==> config.mk <==
export PLATFORM = sky130hd
export DESIGN_NAME = gbh_queue
export DESIGN_NICKNAME = d
export VERILOG_FILES = /design/src/design/gbh_pkg.sv /design/src/design/gbh_queue.sv
export VERILOG_INCLUDE_DIRS = /design/src /design/src/design
export SDC_FILE = /design/constraint.sdc
export NUM_CORES = 1
export LEC_CHECK = 0
export BUFFER_PORTS_ARGS = -buffer_cell sky130_fd_sc_hd__clkbuf_2
export CORE_AREA = 2 2 323 325
export CTS_BUF_LIST = sky130_fd_sc_hd__clkbuf_16
export DETAILED_ROUTE_END_ITERATION = 8
export DIE_AREA = 0 0 325 327
export PLACE_DENSITY = 0.47
export SETUP_SLACK_MARGIN = 0.15
export SLEW_MARGIN = 20
export SYNTH_ARGS = -nofsm -noshare
export SYNTH_HDL_FRONTEND = slang
export SYNTH_SLANG_ARGS = --single-unit
export TNS_END_PERCENT = 10
==> constraint.sdc <==
create_clock -name clk_i -period 7.5 [get_ports clk_i]
set_input_delay 1.5 -clock clk_i [delete_from_list [all_inputs] [get_ports clk_i]]
set_output_delay 1.5 -clock clk_i [all_outputs]
set_load 0.1 [all_outputs]
==> src/design/gaussian_blur_5x5_with_histogram_top_defines.svh <==
// ----------------------------------------------------------------------------
// Assertion macros for the Gaussian blur with histogram block
// Shared property templates, clocked on clk_i and disabled during reset.
// ----------------------------------------------------------------------------
`ifndef GAUSSIAN_BLUR_5X5_WITH_HISTOGRAM_TOP_DEFINES_SVH
`define GAUSSIAN_BLUR_5X5_WITH_HISTOGRAM_TOP_DEFINES_SVH

// The consequent must hold in the same cycle as the antecedent.
`define GBH_ASSERT_IMPL(lbl, ante, cons, msg) \
  lbl: assert property (@(posedge clk_i) disable iff (!rst_ni) (ante) |-> (cons)) \
    else $error(msg);

// The consequent must hold in the cycle after the antecedent.
`define GBH_ASSERT_NEXT(lbl, ante, cons, msg) \
  lbl: assert property (@(posedge clk_i) disable iff (!rst_ni) (ante) |=> (cons)) \
    else $error(msg);

`endif

==> src/design/gbh_pkg.sv <==
// ----------------------------------------------------------------------------
// gbh_pkg
// Types, constants and helpers shared by the blur and histogram modules.
// ----------------------------------------------------------------------------
package gbh_pkg;

  localparam int unsigned WIN       = 5;
  localparam int unsigned PIX_W     = 8;
  localparam int unsigned SUM_W     = 17;
  localparam int unsigned PROD_W    = 2 * SUM_W;
  localparam int unsigned DIV_SHIFT = 25;
  localparam int unsigned VAL_W     = PROD_W - DIV_SHIFT;
  localparam int unsigned BINS      = 256;
  localparam int unsigned BIN_W     = 8;
  localparam int unsigned CNT_PORT_W = 32;
  localparam int unsigned QDEPTH    = 4;
  localparam int unsigned QPTR_W    = 2;
  localparam int unsigned QCNT_W    = 3;
  localparam int unsigned LANES     = 4;

  // Reciprocal of 273 scaled by 2^25, rounded up; exact for sums up to 273*255.
  localparam logic [SUM_W-1:0] DIV_MULT = 17'd122911;
  localparam logic [VAL_W-1:0] PIX_MAX  = 9'd255;

  localparam logic [12:0] MIN_DIM    = 13'd5;
  localparam logic [12:0] MAX_HEIGHT = 13'd4096;
  localparam logic [11:0] HALF_WIN   = 12'd2;
  localparam logic [11:0] FULL_ROWS  = 12'd4;

  // Kernel is symmetric, so packed element order does not matter.
  localparam logic [WIN-1:0][WIN-1:0][5:0] KERNEL = {
    {6'd1, 6'd4,  6'd7,  6'd4,  6'd1},
    {6'd4, 6'd16, 6'd26, 6'd16, 6'd4},
    {6'd7, 6'd26, 6'd41, 6'd26, 6'd7},
    {6'd4, 6'd16, 6'd26, 6'd16, 6'd4},
    {6'd1, 6'd4,  6'd7,  6'd4,  6'd1}
  };

  localparam logic FUNC_PUSH = 1'b0;
  localparam logic FUNC_READ = 1'b1;

  localparam logic [7:0] REG_IMAGE_WIDTH  = 8'd0;
  localparam logic [7:0] REG_IMAGE_HEIGHT = 8'd1;
  localparam logic [7:0] REG_ROW_FIRST    = 8'd2;
  localparam logic [7:0] REG_ROW_END      = 8'd3;

  typedef logic [WIN-1:0][WIN-1:0][PIX_W-1:0] win_t;

  typedef struct packed {
    logic [10:0] image_width;
    logic [12:0] image_height;
    logic [11:0] row_first;
    logic [11:0] row_end;
  } cfg_t;

  typedef struct packed {
    logic             func;
    logic [BIN_W-1:0] bin_index;
    logic             frame_done;
    win_t             win;
  } q_entry_t;

  typedef struct packed {
    logic [QCNT_W-1:0] level;
    logic              not_empty;
  } q_stat_t;

  function automatic logic [SUM_W-1:0] row_sum(input logic [WIN-1:0][PIX_W-1:0] px,
                                               input logic [2:0] r);
    logic [SUM_W-1:0] acc;
    acc = '0;
    for (int j = 0; j < WIN; j++) begin
      acc = acc + SUM_W'(px[j]) * SUM_W'(KERNEL[r][j]);
    end
    return acc;
  endfunction

endpackage

==> src/design/gbh_queue.sv <==
// ----------------------------------------------------------------------------
// gbh_queue
// Short FIFO that decouples the window front end from the filter back end.
// ----------------------------------------------------------------------------
module gbh_queue (
  input  logic              clk_i,
  input  logic              rst_ni,
  input  logic              push_i,
  input  gbh_pkg::q_entry_t entry_i,
  input  logic              pop_i,
  output gbh_pkg::q_entry_t head_o,
  output gbh_pkg::q_stat_t  stat_o
);
  import gbh_pkg::*;

  `include "gaussian_blur_5x5_with_histogram_top_defines.svh"

  q_entry_t            slots_q [QDEPTH];
  logic [QPTR_W-1:0]   wr_ptr_q, rd_ptr_q;
  logic [QCNT_W-1:0]   cnt_q;

  assign head_o           = slots_q[rd_ptr_q];
  assign stat_o.level     = cnt_q;
  assign stat_o.not_empty = (cnt_q != '0);

  always_ff @(posedge clk_i) begin
    if (push_i) begin
      slots_q[wr_ptr_q] <= entry_i;
    end
  end

  always_ff @(posedge clk_i or negedge rst_ni) begin
    if (!rst_ni) begin
      wr_ptr_q <= '0;
      rd_ptr_q <= '0;
      cnt_q    <= '0;
    end else begin
      if (push_i) begin
        wr_ptr_q <= wr_ptr_q + QPTR_W'(1);
      end
      if (pop_i) begin
        rd_ptr_q <= rd_ptr_q + QPTR_W'(1);
      end
      if (push_i && !pop_i) begin
        cnt_q <= cnt_q + QCNT_W'(1);
      end else if (pop_i && !push_i) begin
        cnt_q <= cnt_q - QCNT_W'(1);
      end
    end
  end

  `GBH_ASSERT_IMPL(a_no_overflow, push_i && (cnt_q == QCNT_W'(QDEPTH)), pop_i, "queue overflow")
  `GBH_ASSERT_IMPL(a_no_underflow, pop_i, cnt_q != '0, "queue underflow")
  `GBH_ASSERT_IMPL(a_level_bound, 1'b1, cnt_q <= QCNT_W'(QDEPTH), "queue level out of range")
  `GBH_ASSERT_NEXT(a_push_seen, push_i && !pop_i, cnt_q != '0, "pushed entry not counted")

endmodule

# After elaboration in Yosys (flattened, before gate mapping)
# Memory sizes are Yosys's and may differ from the RTL's.
# Index checks and enable logic that the tools add are counted.
[classes] n_addsub=4 mux=4 reduce_logical=6
[ops] operator="3-bit two-way mux" count=2
[ops] operator="2-bit by 1-bit adder with 2-bit output (second input constant)" count=2
[ops] operator="3-bit by 1-bit adder with 3-bit output (second input constant)" count=1
[ops] operator="3-bit nonzero test" count=1
[ops] operator="3-bit by 1-bit subtractor with 3-bit output (second input constant)" count=1
[ops] operator="1-bit logical AND" count=2
[ops] operator="1-bit logical NOT" count=2
[ops] operator="1-bit two-way mux" count=2
[ops] operator="2-bit nonzero test" count=1
[totals] reg_bits=7 mem_bits_rw=840 inputBits=214 output_inout_bits=214 word_cells=18 mem_count=1
[mem_list] memory="slots_q" words=4 word_bits=210 rd=1 rd_ports_with_merged_regs=0 wr=1 line="gbh_queue.sv:18" source="q_entry_t slots_q [QDEPTH];"

# Logic depth before layout (Yosys ltp)
[logic_depth] depth_word=4 ltp_mapped=7 ltp_nobuf=7

# Worst setup path after synthesis
# Ideal clock, no wire load.
[synth_timing] path_type="in2reg" from="in push_i" to="mem slots_q[0][0] in the netlist's numbering, enable pin" setup_ns=0.596 t_arrival_ns=6.261 required_time_ns=6.904 path_slack_ns=0.644 stages=1 path_buffers=0 cell_sequence="and2_1"
[synth_via] elab_chain_len=2
[synth_lines] item="start, declared" line="gbh_queue.sv:8" source="input logic push_i,"
[synth_lines] item="1-bit two-way mux" line="gbh_queue.sv:27" source="if (push_i) begin"
[synth_lines] item="1-bit two-way mux (not written as such)" line="gbh_queue.sv:28" source="slots_q[wr_ptr_q] <= entry_i;"
[synth_lines] item="end, declared" line="gbh_queue.sv:18"
# Every way passes these cells.

==> summary.md <==
| Metric | Value |
|---|---|
| Reg2Reg Depth | 4 |
| Outcome | completed |
| Clk buf depth | 3 |
| Final net count | 1838 |
| Largest net degree at the start of global routing | 115 |
| 1st-pass router iterations | 5 |
| Rel. slew slack | 19.86% |
| GR Overflow Total | 0 |
| Vias in the first global route | 14711 |
| Number of DRC markers in iteration 0 | 642 |
| Full die area | 0.1063 mm2 |
| Actual slew at the worst max-slew pin | 1202 ps |
| Synth unique cells | 20 |
| Mapped Avg Cell Area | 27.17 um2 |
| Max_cap viols | 0 |
| Hold EP | cnt_q[2] |
| Die H | 327 um |
| Largest area contributor in the netlist | edfxtp_1 |
| Synth area leaders | edfxtp_1, mux4_2, buf_6 |
| Die width | 325 um |
| DR vias | 13565 |
| Layout cell share with drive strength beyond 1 | 46.89% |
| Fin. Hold Viols | 0 |
| Crit path max fanout | 87 |
| Critical path required time | 6000 ps |
| Hold buffers post-CTS | 0 |
| Min Tclk post-route | 4850 ps |
| Starting density of the core | 29.84% |
| Max-slew violations | 0 |
| Critical path class | flop to primary output |
| Yosys Warn Count | 0 |
| Worst Setup Start Kind | flop |
| WHS Path Cells | 1 |
| Root Buffer | clkbuf_16 |
| First-pass GRT wire length | 97520 um |
| Site row count | 118 |
| All-Layer GR Usage | 12.31% |
| H-Tree Depth | 3 |
| Final ANT Viol Nets | 0 |
| Setup bufs post-CTS | 0 |
| Sequential fraction of the synthesis area | 82.72% |
| # IOs | 428 |
| Worst skew pair latency | 650 ps |
| Synthesized Nets | 1350 |
| Drt drc | 0 |
| Fin crit share | 64.66% |
| Yosys top cell area share | 82.15% |
| Num CTS Buffers | 93 |
| RSZ-0062 raised after global routing | false |
| Clock skew | 15.82 ps |
| Core area | 0.1029 mm2 |
| Maximum operating frequency | 206.2 MHz |
| Cts repair resizes | 0 |
| Routability congestion estimate | 0.6948 |
| Post-Route WL | 65890 um |
| Setup slack, reg-to-reg | 4800 ps |
| Post-synthesis register bit count | 847 |
| Setup violators final | 0 |
| Port bufs | 427 |
| WL/cell | 21.46 um |
| Synthesized area | 0.03071 mm2 |
| DP HPWL | 38440 um |
| Hold Startpoint | cnt_q[2] |
| Initial antenna violation count | 10 |
| CP Capture Type | primary output |
| Synth Instances | 1130 |
| Worst hold path type | flop to flop |
| TNS Setup | 0 ps |
| Layout overhead on the synthesized area | 21.61% |
| Worst r2r src | wr_ptr_q[0] |
| Vias per cell | 4.419 |
| RR Endpoint | slots_q[0][87] |
| CTS sink count | 847 |
| CTS tree | yes |
| WP data arrival | 3350 ps |
| Clock Pin Slew Worst Setup and Hold Paths | 60 ps |
==> Yosys cell counts <==
cell type and count:
buf_6 20, buf_8 1, buf_2 21, fa_1 1, clkbuf_1 2, xnor2_1 2, nand2_1 2, dfrtp_1 7
xor2_1 4, buf_1 2, nor2_1 1, and2_1 4, mux2_2 1, mux4_2 210, o21ai_0 1, buf_4 1
ha_1 5, inv_1 4, or3_1 1, edfxtp_1 840
==> worst max-delay path, stage by stage, from the launching register on <==
cell and delay [ps]:
dfrtp_4 870, buf_12 510, mux4_2 620, clkbuf_2 390
==> state kept, by name, indices dropped and copies added (netlist names) <==
| name | cells |
|---|---|
| wr_ptr_q | 2 |
| slots_q | 840 |
| cnt_q | 3 |
| rd_ptr_q | 2 |
==> worst max-delay path by stage <==
stage	cells after the start	slack (ps)	end	start
2_1_floorplan	1	640	slots_q[0][0]	push_i
3_3_place_gp	3	3250	head_o[83]	rd_ptr_q[0]
3_5_place_dp	3	3230	head_o[83]	rd_ptr_q[0]
4_1_cts	3	2480	head_o[83]	rd_ptr_q[0]
5_1_grt	3	2380	head_o[123]	rd_ptr_q[0]
6_report	3	2650	head_o[83]	rd_ptr_q[0]
==> cell families (layout without fill, tap and decap cells) <==
kind of cell | count (synthesis) | in the layout | synth area share, %
simple gates | 8 | 8 | 0.1385
xor+xnor | 6 | 6 | 0.1711
mux | 211 | 211 | 15.44
buf+inv | 51 | 608 | 1.247
other cells | 0 | 3 | 0
flops | 847 | 847 | 82.72
compound gates | 1 | 1 | 0.01628
fa+ha+maj | 6 | 6 | 0.2689
==> layout by cell type (no fill, tap or decap), drive strengths merged <==
master	count
and2	4
buf	13
bufinv	7
clkbuf	522
clkinv	38
clkinvlp	5
dfrtp	7
diode	3
edfxtp	840
fa	1
ha	5
inv	23
mux2	1
mux4	210
nand2	2
nor2	1
o21ai	1
or3	1
xnor2	2
xor2	4
==> metrics by stage <==
step	util [%]	cell area (um2)	instances	setup slack [ps]	hold WS, ps
after floorplan	-	30710	1130	643.9	491.4
after global placement	33.44	34420	2903	3245	506.7
after detailed placement	33.44	34420	2903	3228	529.1
after CTS	36.28	37330	3067	2481	541.0
after global routing	36.28	37340	3068	2376	567.1
final	36.29	37340	3070	2650	538.8
==> final cells by class <==
cell class | instances | area, um2
clock buffers | 95 | 2377
well taps | 1380 | 1727
inverters | 4 | 15.01
repair buffers | 440 | 2335
multi-input cells | 232 | 4933
diodes | 3 | 7.507
fillers | 9539 | 65560
clock inverters | 69 | 540.5
flip-flops and latches | 847 | 25410
==> per-layer routing <==
metal  part of all wire (%)  routed length (um)  track usage, %  vias to the layer above
met1                     39               25480           14.34                     7164
met4                    2.1                1381           4.046                       16
met2                     50               33120           20.61                      360
li1                       -                   -               -                     5923
met3                    8.8                5799           5.105                      102
met5                   0.16                 104               0                        -
Power is not shown: default switching activity piles up to over one toggle a cycle in this logic, so the estimate is an artifact.
